<file path="src/hw/rtl/escaped_run_length_encoder_top_assert.svh">
// assertion macros for the escaped run-length encoder
// used by modules that check their own logic, no other dependencies
`ifndef ESCAPED_RUN_LENGTH_ENCODER_TOP_ASSERT_SVH
`define ESCAPED_RUN_LENGTH_ENCODER_TOP_ASSERT_SVH

// same-cycle implication, checked outside reset
`define ERLE_ASSERT_NOW(label, clk, rst_n, ante, cons) \
    label: assert property (@(posedge clk) disable iff (!rst_n) (ante) |-> (cons)) \
        else $error("erle check failed");

// next-cycle implication, checked outside reset
`define ERLE_ASSERT_NEXT(label, clk, rst_n, ante, cons) \
    label: assert property (@(posedge clk) disable iff (!rst_n) (ante) |=> (cons)) \
        else $error("erle check failed");

`endif

</file>
<file path="src/hw/rtl/erle_pkg.sv">
// shared types, constants and helper functions of the escaped run-length encoder
// no dependencies
package erle_pkg;

    localparam logic [7:0] ESCAPE_BYTE   = 8'd1;
    localparam logic [7:0] MIN_PACKED    = 8'd4;
    localparam logic [7:0] RESET_MAX_RUN = 8'd100;

    localparam logic [1:0] SLOT_ESCAPE = 2'd0;
    localparam logic [1:0] SLOT_VALUE  = 2'd1;

    // one queued item: up to two run flushes and the end mark
    typedef struct packed {
        logic [7:0] value_a;
        logic [7:0] len_a;
        logic [7:0] value_b;
        logic [7:0] len_b;
        logic       end_flag;
        logic [2:0] n_out;
    } erle_job_t;

    // bytes produced by flushing a run of this length
    function automatic logic [2:0] run_outputs(input logic [7:0] len);
        logic [2:0] n;
        if (len >= MIN_PACKED)
            n = 3'd3;
        else
            n = len[2:0];
        return n;
    endfunction

    // byte at slot idx of a flushed run
    function automatic logic [7:0] run_byte(input logic [7:0] value,
                                            input logic [7:0] len,
                                            input logic [1:0] idx);
        logic [7:0] b;
        if (len >= MIN_PACKED)
        begin
            unique case (idx)
                SLOT_ESCAPE: b = ESCAPE_BYTE;
                SLOT_VALUE:  b = value;
                default:     b = len;
            endcase
        end
        else
            b = value;
        return b;
    endfunction

endpackage

</file>
<file path="src/hw/rtl/erle_front.sv">
// front stage: accepts text bytes, tracks the pending run, builds flush jobs
// depends on erle_pkg
module erle_front
    import erle_pkg::*;
(
    input  logic       clk,
    input  logic       rst_n,
    input  logic       cfg_wr_en,
    input  logic [7:0] cfg_wr_data,
    input  logic       in_valid,
    output logic       in_stall,
    input  logic [7:0] in_byte,
    input  logic       end_of_text,
    output logic       push,
    output erle_job_t  push_data,
    input  logic       q_full
);

    logic [7:0] max_run_reg, max_run_next;
    logic [7:0] run_value_reg, run_value_next;
    logic [7:0] run_len_reg, run_len_next;
    logic [7:0] limit;
    logic [7:0] cur_value;
    logic [7:0] cur_len;
    logic       accept;
    logic       extend;
    erle_job_t  job;

    assign in_stall = q_full;
    assign accept   = in_valid && !q_full;
    assign limit    = (max_run_reg < MIN_PACKED) ? MIN_PACKED : max_run_reg;
    assign extend   = (run_len_reg != 8'd0) && (in_byte == run_value_reg)
                      && (run_len_reg < limit);

    always_comb
    begin
        job       = '0;
        cur_value = in_byte;
        cur_len   = 8'd1;
        if (extend)
        begin
            cur_value = run_value_reg;
            cur_len   = run_len_reg + 8'd1;
        end
        else
        begin
            job.value_a = run_value_reg;
            job.len_a   = run_len_reg;
        end
        if (end_of_text)
        begin
            job.value_b = cur_value;
            job.len_b   = cur_len;
        end
        job.end_flag = end_of_text;
        job.n_out    = run_outputs(job.len_a) + run_outputs(job.len_b);
    end

    assign push      = accept && (job.n_out != 3'd0);
    assign push_data = job;

    always_comb
    begin
        max_run_next   = cfg_wr_en ? cfg_wr_data : max_run_reg;
        run_value_next = run_value_reg;
        run_len_next   = run_len_reg;
        if (accept)
        begin
            run_value_next = cur_value;
            run_len_next   = end_of_text ? 8'd0 : cur_len;
        end
    end

    always_ff @(posedge clk or negedge rst_n)
    begin
        if (!rst_n)
        begin
            max_run_reg   <= RESET_MAX_RUN;
            run_value_reg <= 8'd0;
            run_len_reg   <= 8'd0;
        end
        else
        begin
            max_run_reg   <= max_run_next;
            run_value_reg <= run_value_next;
            run_len_reg   <= run_len_next;
        end
    end

endmodule

</file>
<file path="src/hw/rtl/erle_queue.sv">
// short job queue between front and back stages
// depends on erle_pkg
module erle_queue
    import erle_pkg::*;
#(
    parameter int DEPTH = 4
)
(
    input  logic      clk,
    input  logic      rst_n,
    input  logic      push,
    input  erle_job_t push_data,
    output logic      full,
    input  logic      pop,
    output erle_job_t pop_data,
    output logic      q_valid
);

    localparam int PTR_W = (DEPTH > 1) ? $clog2(DEPTH) : 1;
    localparam int CNT_W = $clog2(DEPTH + 1);
    localparam logic [PTR_W-1:0] PTR_LAST = PTR_W'(DEPTH - 1);
    localparam logic [PTR_W-1:0] PTR_ONE  = PTR_W'(1);
    localparam logic [CNT_W-1:0] CNT_FULL = CNT_W'(DEPTH);
    localparam logic [CNT_W-1:0] CNT_ONE  = CNT_W'(1);

    erle_job_t        mem [DEPTH];
    logic [PTR_W-1:0] wr_ptr_reg, wr_ptr_next;
    logic [PTR_W-1:0] rd_ptr_reg, rd_ptr_next;
    logic [CNT_W-1:0] count_reg, count_next;

    assign full     = (count_reg == CNT_FULL);
    assign q_valid  = (count_reg != '0);
    assign pop_data = mem[rd_ptr_reg];

    always_comb
    begin
        wr_ptr_next = wr_ptr_reg;
        rd_ptr_next = rd_ptr_reg;
        count_next  = count_reg;
        if (push)
            wr_ptr_next = (wr_ptr_reg == PTR_LAST) ? '0 : wr_ptr_reg + PTR_ONE;
        if (pop)
            rd_ptr_next = (rd_ptr_reg == PTR_LAST) ? '0 : rd_ptr_reg + PTR_ONE;
        if (push && !pop)
            count_next = count_reg + CNT_ONE;
        else if (pop && !push)
            count_next = count_reg - CNT_ONE;
    end

    always_ff @(posedge clk)
    begin
        if (push)
            mem[wr_ptr_reg] <= push_data;
    end

    always_ff @(posedge clk or negedge rst_n)
    begin
        if (!rst_n)
        begin
            wr_ptr_reg <= '0;
            rd_ptr_reg <= '0;
            count_reg  <= '0;
        end
        else
        begin
            wr_ptr_reg <= wr_ptr_next;
            rd_ptr_reg <= rd_ptr_next;
            count_reg  <= count_next;
        end
    end

endmodule

</file>
<file path="src/hw/rtl/erle_back.sv">
// back stage: expands one job into its output bytes, one per cycle while out_stall is low
// depends on erle_pkg and the assertion macro header
module erle_back
    import erle_pkg::*;
(
    input  logic       clk,
    input  logic       rst_n,
    input  logic       q_valid,
    input  erle_job_t  q_data,
    output logic       pop,
    output logic       out_valid,
    input  logic       out_stall,
    output logic [7:0] out_byte,
    output logic       last_for_input,
    output logic       end_of_code
);

`include "escaped_run_length_encoder_top_assert.svh"

    erle_job_t  cur_reg;
    logic       cur_valid_reg, cur_valid_next;
    logic [1:0] pos_reg, pos_next;
    logic       out_valid_reg, out_valid_next;
    logic [7:0] out_byte_reg;
    logic       last_reg;
    logic       eoc_reg;

    logic       out_free;
    logic       emit;
    logic       is_last;
    logic       load;
    logic [2:0] cnt_a;
    logic [7:0] sel_byte;

    assign out_free = !out_valid_reg || !out_stall;
    assign emit     = out_free && cur_valid_reg;
    assign is_last  = ({1'b0, pos_reg} == (cur_reg.n_out - 3'd1));
    assign load     = !cur_valid_reg || (emit && is_last);
    assign pop      = load && q_valid;
    assign cnt_a    = run_outputs(cur_reg.len_a);

    always_comb
    begin
        if ({1'b0, pos_reg} < cnt_a)
            sel_byte = run_byte(cur_reg.value_a, cur_reg.len_a, pos_reg);
        else
            sel_byte = run_byte(cur_reg.value_b, cur_reg.len_b, pos_reg - cnt_a[1:0]);
    end

    always_comb
    begin
        out_valid_next = out_free ? emit : out_valid_reg;
        cur_valid_next = load ? q_valid : cur_valid_reg;
        pos_next       = pop ? 2'd0 : (emit ? pos_reg + 2'd1 : pos_reg);
    end

    always_ff @(posedge clk or negedge rst_n)
    begin
        if (!rst_n)
        begin
            out_valid_reg <= 1'b0;
            cur_valid_reg <= 1'b0;
            pos_reg       <= 2'd0;
        end
        else
        begin
            out_valid_reg <= out_valid_next;
            cur_valid_reg <= cur_valid_next;
            pos_reg       <= pos_next;
        end
    end

    always_ff @(posedge clk)
    begin
        if (pop)
            cur_reg <= q_data;
        if (emit)
        begin
            out_byte_reg <= sel_byte;
            last_reg     <= is_last;
            eoc_reg      <= is_last && cur_reg.end_flag;
        end
    end

    assign out_valid      = out_valid_reg;
    assign out_byte       = out_byte_reg;
    assign last_for_input = last_reg;
    assign end_of_code    = eoc_reg;

    `ERLE_ASSERT_NOW(a_pos_in_job, clk, rst_n, cur_valid_reg, {1'b0, pos_reg} < cur_reg.n_out)
    `ERLE_ASSERT_NOW(a_job_not_empty, clk, rst_n, pop, q_data.n_out != 3'd0)
    `ERLE_ASSERT_NOW(a_end_is_last, clk, rst_n, out_valid_reg && eoc_reg, last_reg)
    `ERLE_ASSERT_NEXT(a_mid_job_busy, clk, rst_n, emit && !is_last, cur_valid_reg)

endmodule

</file>
<file path="src/hw/rtl/escaped_run_length_encoder_top.sv">
// escaped run-length encoder, top level: front stage, job queue, back stage
// depends on erle_pkg, erle_front, erle_queue, erle_back
//
// One text byte is taken per cycle while in_stall is low. Each item yields
// zero to four encoded bytes (a literal, or escape 1, run byte and count),
// delivered by the back stage from its output register, one per cycle while
// out_stall is low. The front keeps accepting while the QUEUE_DEPTH-entry
// job queue has room; in_stall rises only when it is full. With the back
// stage idle, an accepted item passes through the job queue and the back
// stage's job register before out_valid rises with its first byte.
module escaped_run_length_encoder_top
    import erle_pkg::*;
#(
    parameter int QUEUE_DEPTH = 4
)
(
    input  logic       clk,
    input  logic       rst_n,
    input  logic       cfg_wr_en,
    input  logic [7:0] cfg_wr_data,
    input  logic       in_valid,
    output logic       in_stall,
    input  logic [7:0] in_byte,
    input  logic       end_of_text,
    output logic       out_valid,
    input  logic       out_stall,
    output logic [7:0] out_byte,
    output logic       last_for_input,
    output logic       end_of_code
);

    logic      push;
    erle_job_t push_data;
    logic      q_full;
    logic      pop;
    erle_job_t pop_data;
    logic      q_valid;

    erle_front u_front (
        .clk         (clk),
        .rst_n       (rst_n),
        .cfg_wr_en   (cfg_wr_en),
        .cfg_wr_data (cfg_wr_data),
        .in_valid    (in_valid),
        .in_stall    (in_stall),
        .in_byte     (in_byte),
        .end_of_text (end_of_text),
        .push        (push),
        .push_data   (push_data),
        .q_full      (q_full)
    );

    erle_queue #(
        .DEPTH (QUEUE_DEPTH)
    ) u_queue (
        .clk       (clk),
        .rst_n     (rst_n),
        .push      (push),
        .push_data (push_data),
        .full      (q_full),
        .pop       (pop),
        .pop_data  (pop_data),
        .q_valid   (q_valid)
    );

    erle_back u_back (
        .clk            (clk),
        .rst_n          (rst_n),
        .q_valid        (q_valid),
        .q_data         (pop_data),
        .pop            (pop),
        .out_valid      (out_valid),
        .out_stall      (out_stall),
        .out_byte       (out_byte),
        .last_for_input (last_for_input),
        .end_of_code    (end_of_code)
    );

endmodule

</file>
<file path="config.mk">
export PLATFORM = sky130hd
export DESIGN_NAME = escaped_run_length_encoder_top
export DESIGN_NICKNAME = d
export VERILOG_FILES = /design/src/hw/rtl/erle_pkg.sv /design/src/hw/rtl/erle_front.sv /design/src/hw/rtl/erle_queue.sv /design/src/hw/rtl/erle_back.sv /design/src/hw/rtl/escaped_run_length_encoder_top.sv
export VERILOG_INCLUDE_DIRS = /design/src /design/src/hw/rtl
export SDC_FILE = /design/constraint.sdc
export NUM_CORES = 1
export LEC_CHECK = 0
export ABC_CLOCK_PERIOD_IN_PS = 12000
export BUFFER_PORTS_ARGS = -buffer_cell sky130_fd_sc_hd__buf_4
export CAP_MARGIN = 5
export CORE_ASPECT_RATIO = 1.25
export CORE_MARGIN = 2
export CORE_UTILIZATION = 60
export DETAILED_ROUTE_END_ITERATION = 10
export PLACE_DENSITY = 0.76
export SLEW_MARGIN = 20
export SYNTH_ARGS = -nofsm -noshare
export SYNTH_HDL_FRONTEND = slang
export SYNTH_SLANG_ARGS = --single-unit
</file>
<file path="constraint.sdc">
create_clock -name clk -period 12 [get_ports clk]
set_input_delay 2.4 -clock clk [delete_from_list [all_inputs] [get_ports clk]]
set_output_delay 2.4 -clock clk [all_outputs]
set_load 0.005 [all_outputs]
</file>
======== Word-level counts from Yosys, hierarchy flattened ========
Memories as Yosys holds them, arrays and structs flattened. A register that Yosys moved wholly into a read port is not among the register bits.
Index checks and enable logic that the tools add are counted.
operators by class
  equal/unequal tests ..................... 7
  add/subtract/negate cells ............... 9
  magnitude comparators ................... 7
  reductions and logical operators ........ 25
  multiplexer cells ....................... 22
operators with widths
  kind                                                                                 count
  8-bit 2-to-1 mux                                                                     7
  8-bit by 3-bit greater-or-equal comparator with 1-bit output, second input constant  4
  16-bit 2-to-1 mux                                                                    2
  8-bit case mux with 2 select lines                                                   2
  3-bit 2-to-1 mux                                                                     5
  1-bit logical AND                                                                    10
  8-bit by 1-bit adder with 8-bit output, second input constant                        1
  8-bit equality test                                                                  1
  8-bit by 3-bit < comparator with 1-bit output, second input constant                 1
  8-bit < comparator                                                                   1
  2-bit 2-to-1 mux                                                                     4
  8-bit nonzero test                                                                   1
  2-bit by 1-bit adder with 2-bit output, second input constant                        3
  1-bit zero test                                                                      6
  3-bit nonzero test                                                                   2
  3-bit by 1-bit subtractor with 3-bit output, second input constant                   2
  2-bit by 1-bit equality test with 1-bit output, second input constant                2
  2-bit equality test, second input constant                                           2
  2-bit zero test                                                                      2
  2-bit nonzero test                                                                   2
  3-bit by 1-bit adder with 3-bit output, second input constant                        1
  3-bit adder                                                                          1
  2-bit by 3-bit equality test with 1-bit output                                       1
  3-bit equality test, second input constant                                           1
  other kinds (4)                                                                      6
storage, ports and cells
  memory bits (writable) .................. 144
  memories kept ........................... 1
  output and inout bits ................... 12
  bits in registers ....................... 45
  word-level logic and storage cells ...... 83
memory list
  name         words  width  rd ports  clocked after Yosys merged registers in  wr ports  RTL line          source
  u_queue.mem  4      36     1         1                                        1         erle_queue.sv:26  erle_job_t mem [DEPTH];

======== Longest topological paths before layout ========
Gate-level depths: netlist of run 1.
  depth after elaboration ................. 15
  gate-level depth with buffers ........... 20
  mapped depth without buffers ............ 19

======== Hierarchy ========
A second synthesis of run 1 with hierarchy kept.
unflattened totals
  cell total of the unflattened synthesis .. 586
  area total of the unflattened synthesis .. 9481.6 um2
modules (own cells, without submodules)
  module      cells each  seq. area each (um2)  area each (um2)  times used
  erle_queue  225         4499.3                5622.9           1
  erle_back   144         1481.4                2055.7           1
  erle_front  217         604.3                 1803.0           1

======== Least setup slack after synthesis of run 1 ========
OpenSTA, ideal clock, no wires.
  path type ............................... input -> register
  from .................................... input port in_byte[4]
  to ...................................... memory u_queue.mem[0][0] in the netlist's numbering (enable)
  path slack .............................. 6.205 ns
  arrival time ............................ 5.399 ns
  path buffers ............................ 1
  required time ........................... 11.603 ns
  cell stages on the path ................. 12
  path through ............................ xnor2_1 -> o211ai_1 -> nor4_4 -> nand2_2 -> buf_2 -> o21a_1 -> ha_1 -> inv_1 -> fa_1 -> inv_1 -> o31a_1 -> and2_1
RTL lines
  what             RTL line                              source
  start, declared  escaped_run_length_encoder_top.sv:23  input logic [7:0] in_byte,
  end, declared    erle_queue.sv:26

==> flow_summary.yaml, run 1 <==
outcome:
  outcome: "completed"
clocking:
  cts_buffer_depth: 3
  tritoncts.num_buffers: 22
  clkLatencyLatePin_ns: 0.49
  cts_num_sinks: 225
  clockRootBuffer: "clkbuf_16"
  cts_setup_buffers: 0
  post_cts_resized: 0
  cts_tree: "done"
  cts_max_level: 1
  worst_setup_hold_path_clk_slew_ns: 0.06
  cts_hold_buf: 0
global_route:
  globalRouteOverflowTotal: 0
  first_pass_grt_wire_length_um: 27990
  pin_count_of_the_biggest_net_entering_global_routing: 41
  antenna_violations_before_repair: 0
  grt_use_total: 0.2296
  vias_in_the_first_global_route: 5055
worst_setup_path:
  worst_path_most_repeated_cell: "inv_1"
  crit_path_class: "in -> reg"
  end_kind: "register"
  critical_path.max_fanout: 16
  crit_path_max_incr_delay_ns: 0.83
  critical_path.reg2reg.endpoint: "u_queue.count_reg[2]$_DFFE_PN0P_"
  timing.critical_path.from_type: "input port"
  crit_slowest_cell: "nor4_4"
  rr_startpoint: "u_front.max_run_reg[5]$_DFFE_PN1P_"
  timing.reg2reg.setup_slack_ns: 6.97
  cp.required_ns: 12.40
  worst-path-buf-inv: 4
  number_of_cell_instances_on_the_worst_register_to_register_path: 18
  crit_family: "simple AND/OR/NAND/NOR gates"
  worst_ep_arrival_time_ns: 6.57
  crit_path_cell_chain: "buf_4 > xnor2_1 > o211ai_1 > nor4_4 > nand2_2 > o31a_1 > ha_1 > inv_1 > fa_1 > inv_1 > o31a_1 > ha_1 > inv_1 > fa_1 > xor2_1 > nor2_1 > xnor2_1"
yosys:
  synth_adder_area_share: 0.03252
  synth_compound_gate_area_share: 0.05618
  synth.area.mux_share: 0.09528
  yosys_warnings: 0
  synth-edff-count: 190
  asyncSetResetFlopFracSynth: 0.1556
  syn-cell-area_um2: 9310
  synth_xor_area_frac: 0.01787
  synth_cell_types: 52
  synth_flop_cell: "edfxtp_1"
  gate_count_of_the_mapped_netlist: 568
  synth_top_family_by_area: "multiplexers"
  synth_seq_cells: 225
  yosysSeqAreaShare: 0.7073
  post_synth.cell_area_avg_um2: 16.39
  synth_simple_gate_area_share: 0.06921
  mappedNetlistNets: 613
sta:
  slew_headroom: 0.4075
  rsz0062_at_grt: "false"
  period_share: 0.5140
  clock-skew-final_ns: 0.01707
  hold_viol: 0
  worst_pin_slew_ns: 0.8821
  fmax_mhz: 162.1
  period_minus_slack_ns: 6.168
  setup_viol: 0
  post-route-worst-setup-slack_ns: 5.832
  report.final.slew_viol_count: 0
  whs_ns: 0.5066
  setup_total_negative_slack_ns: 0
drt:
  route.final.wire_length_um: 17940
  ant_nets: 0
  routed_via_density: 5.922
  vias: 4963
  firstDrtPassIters: 6
  drc: 0
  routedWlPerCell_um: 21.41
  detail_route.iter0.violations: 350
min_path:
  min_path_type: "reg -> reg"
  hold_start: "u_front.max_run_reg[1]$_DFFE_PN0P_"
  whs_path_depth: 1
  holdPathEnd: "u_front.max_run_reg[1]$_DFFE_PN0P_"
power:
  powerDensity_nw_per_um2: 230.1
  irDropWorstVdd_uv: 132.3
  leakage_nw: 3.776
final_layout:
  ff_latch_area_um2: 6586
  mostFrequentLayoutCell: "edfxtp_1"
  final_layout_size_suffix_gt1_frac: 0.1955
  final_net_count: 658
  area_of_the_multi_input_gates_um2: 2524
  number_of_flip_flops_in_the_largest_register: 144
  syn2layout_area_growth_pct: 12.97
  number_of_fill_cells: 961
  instances_no_fill: 838
  mostFrequentLayoutCells: "edfxtp_1, nand2_1, buf_4"
die:
  floorplan.initialDensity: 0.6175
  area_enclosed_by_the_die_boundary_um2: 16540
  pin_count: 34
  num_rows: 50
  die_w_um: 115.4
  core_area_um2: 15080
  fp.dieH_um: 143.3
place:
  global_placement_routability_congestion: 0.8963
  numPortBuffers: 33
  post_placement_cell_count: 797
  dpl_worst_slack_ns: 5.414
  detailed_place_hpwl_um: 11740
run:
  max_cap_violations: 0
[cells in the mapped netlist, drive strengths merged (4+ instances only)]
master / count / share of area
mux4: 36 / 0.087
a22oi: 6 / 0.0048
dfrtp: 32 / 0.086
o22ai: 5 / 0.0034
ha: 21 / 0.028
nand2: 53 / 0.022
a41oi: 4 / 0.0038
and2: 24 / 0.016
nand3: 9 / 0.0048
nor3: 5 / 0.0027
buf: 12 / 0.0063
nor4: 5 / 0.0056
edfxtp: 190 / 0.61
a21oi: 22 / 0.012
nand2b: 4 / 0.0027
xnor2: 16 / 0.015
inv: 30 / 0.012
mux2: 5 / 0.0060
nor2: 20 / 0.0081
clkbuf: 8 / 0.0032
and3: 4 / 0.0027
a221oi: 6 / 0.0056
o21ai: 14 / 0.0075
[cell type report]
cell class                      count  share of cell area
Antenna cell                        1           0.0002379
Clock buffer                       26             0.05579
Clock inverter                     14             0.01309
Inverter                           30             0.01071
Multi-Input combinational cell    293              0.2399
Sequential cell                   225              0.6262
Tap cell                          208             0.02474
Timing Repair Buffer               41             0.02926
[worst reg2reg max path, cell delays in order, from the launching register on]
cell      delay (ns)
dfstp_2         0.53
inv_1           0.05
ha_1            0.29
a21oi_1         0.20
o211ai_1        0.17
nor4_4          0.83
nand2_2         0.39
o31a_1          0.35
ha_1            0.17
inv_1           0.06
fa_1            0.40
inv_1           0.13
o31a_1          0.31
ha_1            0.23
inv_1           0.06
fa_1            0.37
xor2_1          0.17
nor2_1          0.11
xnor2_1         0.12
[per-stage QoR]
| step | utilization | total power [mW] | instance area (um2) |
|---|---|---|---|
| floorplan | - | 1.554 | 9310 |
| global placement | 0.6494 | 1.728 | 9791 |
| detailed placement | 0.6494 | 1.756 | 9791 |
| CTS | 0.6974 | 2.442 | 10520 |
| global route | 0.6974 | 2.536 | 10520 |
| finish | 0.6976 | 2.420 | 10520 |
[metal layers]
metal  part of all wire  vias to the layer above  GRT usage
li1                   -                     2272          -
met1               0.39                     2466     0.2907
met2               0.54                      187     0.4124
met3              0.046                       38    0.02971
met4              0.028                        0    0.06975
met5                  0                        -          0
[where the power goes]
part,switching (mW),internal [mW],leakage (nW)
Clock,0.268,0.412,0.350
Sequential,0.0678,1.06,2.19
Combinational,0.345,0.268,1.24
Total,0.680,1.74,3.78
[cell families after synthesis]
| logic type | after synthesis |
|---|---|
| compound gates | 77 |
| xor+xnor | 19 |
| fa+ha+maj | 23 |
| buf+inv | 50 |
| flops | 225 |
| mux | 43 |
| simple gates | 131 |
[worst max-delay path by stage]
stage                           from                          endpoint  cells after the start  slack (ns)
after floorplan           in_byte[4]       u_queue.mem[0][0]$_DFFE_PP_                     12        6.20
after global placement    in_byte[1]  u_queue.count_reg[2]$_DFFE_PN0P_                     17        5.54
after detailed placement  in_byte[4]  u_queue.count_reg[2]$_DFFE_PN0P_                     17        5.41
after CTS                 in_byte[4]  u_queue.count_reg[2]$_DFFE_PN0P_                     17        5.87
after global routing      in_byte[4]  u_queue.count_reg[2]$_DFFE_PN0P_                     17        5.58
final                     in_byte[4]  u_queue.count_reg[2]$_DFFE_PN0P_                     17        5.83
Power figures use the tool's default switching activity.
==> run 2: changes to the inputs <==
ABC_CLOCK_PERIOD_IN_PS = 6190   (was 12000)
clock period = 6.19 ns   (was 12 ns; I/O delays follow)
==> flow_summary.yaml, run 2 (same netlist as run 1, synthesis figures left out) <==
outcome:
  outcome: "completed"
worst_setup_path:
  number_of_cell_instances_on_the_worst_register_to_register_path: 18
  cp.required_ns: 6.59
  timing.reg2reg.setup_slack_ns: 1.44
  end_kind: "register"
  crit_path_class: "reg -> reg"
  worst_ep_arrival_time_ns: 5.16
  critical_path.max_fanout: 16
  timing.critical_path.from_type: "register"
power:
  report.power.total_mw: 4.734
  irDropWorstVdd_uv: 210.5
  power.net_switching_mw: 1.333
  pwr-share-comb: 0.252
  intPower_mw: 3.400
  powerDensity_nw_per_um2: 449.1
  clock_network_fraction_of_design_power: 0.284
  power_switching_share: 0.2816
  leakage_nw: 3.796
  seqPwrFrac: 0.464
drt:
  drc: 0
  wl_met3_um: 893
  routedWlPerCell_um: 21.76
  detail_route.iter0.violations: 390
  firstDrtPassIters: 5
  wl_met1_um: 6953
  detailroute.wirelength.met2_um: 9968
  ant_nets: 0
  routed_via_density: 5.996
  route.final.wire_length_um: 18220
  route.top_layer_used: "met4"
  vias: 5019
final_layout:
  final_net_count: 659
  mostFrequentLayoutCells: "edfxtp_1, nand2_1, buf_4"
  number_of_flip_flops_in_the_largest_register: 144
  stdcell_area_um2: 10540
  mostFrequentLayoutCell: "edfxtp_1"
  final_layout_size_suffix_gt1_frac: 0.2051
  syn2layout_area_growth_pct: 13.21
  number_of_fill_cells: 954
  final_core_util: 0.6991
  antennaDiodeCount: 0
die:
  num_rows: 50
  die_w_um: 115.4
  floorplan.initialDensity: 0.6175
  fp.dieH_um: 143.3
  area_enclosed_by_the_die_boundary_um2: 16540
  pin_count: 34
  core_area_um2: 15080
clocking:
  cts_setup_buffers: 0
  cts_num_sinks: 225
  cts_buffer_depth: 3
  worst_setup_hold_path_clk_slew_ns: 0.06
  cts_hold_buf: 0
  post_cts_resized: 0
  tritoncts.num_buffers: 22
  clockRootBuffer: "clkbuf_16"
  clkLatencyLatePin_ns: 0.49
  cts_max_level: 1
  cts_tree: "done"
place:
  placed_cell_area_um2: 9798
  detailed_place_hpwl_um: 11810
  global_placement_routability_congestion: 0.9497
  numPortBuffers: 33
sta:
  rsz0062_at_grt: "false"
  setup_total_negative_slack_ns: 0
  worst_pin_slew_ns: 0.8107
  fmax_mhz: 210.4
  period_minus_slack_ns: 4.753
  period_share: 0.7679
  setup_viol: 0
  report.final.slew_viol_count: 0
  hold_viol: 0
  whs_ns: 0.5201
  clock-skew-final_ns: 0.01719
  slew_headroom: 0.4556
global_route:
  pin_count_of_the_biggest_net_entering_global_routing: 41
  first_pass_grt_wire_length_um: 28590
  grt_use_total: 0.2329
  globalRouteOverflowTotal: 0
  antenna_violations_before_repair: 0
  vias_in_the_first_global_route: 5132
min_path:
  whs_path_depth: 1
  min_path_type: "reg -> reg"
run:
  max_cap_violations: 0
-- run 2: cell count changes in the layout (fill, tap and decap cells not counted), sizes merged --
cell / previous run / this run
clkbuf: 26 / 27
buf: 41 / 42
clkinvlp: 1 / 0
clkinv: 10 / 9
diode: 1 / 0
-- run 2: worst paths after layout --
kind | from | to
setup / recovery | u_front.max_run_reg[5]$_DFFE_PN1P_ | u_queue.count_reg[2]$_DFFE_PN0P_
hold / removal | u_front.max_run_reg[1]$_DFFE_PN0P_ | u_front.max_run_reg[1]$_DFFE_PN0P_
setup reg to reg | u_front.max_run_reg[5]$_DFFE_PN1P_ | u_queue.count_reg[2]$_DFFE_PN0P_
hold reg to reg | u_front.max_run_reg[1]$_DFFE_PN0P_ | u_front.max_run_reg[1]$_DFFE_PN0P_
max in group asynchronous | rst_n | u_queue.rd_ptr_reg[0]$_DFFE_PN0P_
min in group asynchronous | rst_n | u_front.run_len_reg[0]$_DFFE_PN0P_
-- run 2: worst max-delay path: stages, from the launching register on --
cell	delay (ns)
dfstp_2	0.54
inv_1	0.06
ha_1	0.28
a21oi_1	0.19
o211ai_1	0.16
nor4_4	0.60
nand2_2	0.33
o31a_1	0.34
ha_1	0.19
inv_1	0.06
fa_1	0.40
inv_1	0.13
o31a_1	0.29
ha_1	0.22
inv_1	0.06
fa_1	0.37
xor2_1	0.17
nor2_1	0.12
xnor2_1	0.14
-- run 2: per-stage QoR --
step / cells / setup slack (ns)
4_1_cts: 837 / 1.397
6_report: 837 / 1.437
5_1_grt: 837 / 1.132
2_1_floorplan: 568 / 1.557
3_3_place_gp: 798 / 1.145
3_5_place_dp: 798 / 0.9354
-- run 2: power by group through the flow --
stage               logic (mW)  clock network, mW  registers [mW]
finish                    1.19               1.34            2.20
global route              1.31               1.42            2.22
CTS                       1.21               1.37            2.20
detailed placement        1.20                  0            2.22
global placement          1.15                  0            2.20
floorplan                0.843                  0            2.17
-- run 2: routing by layer --
layer | vias up | global-route usage
met5 | - | 0
met4 | 0 | 0.06214
met3 | 36 | 0.02886
met2 | 191 | 0.4235
met1 | 2529 | 0.2951
li1 | 2263 | -
-- run 2: area by class of cell --
type,count,area [um2],area share
clock buffers,27,610.6,0.05793
clock inverters,12,131.4,0.01246
inverters,30,112.6,0.01068
multi-input cells,293,2524,0.2394
flip-flops and latches,225,6586,0.6249
well taps,208,260.3,0.02469
repair buffers,42,315.3,0.02991
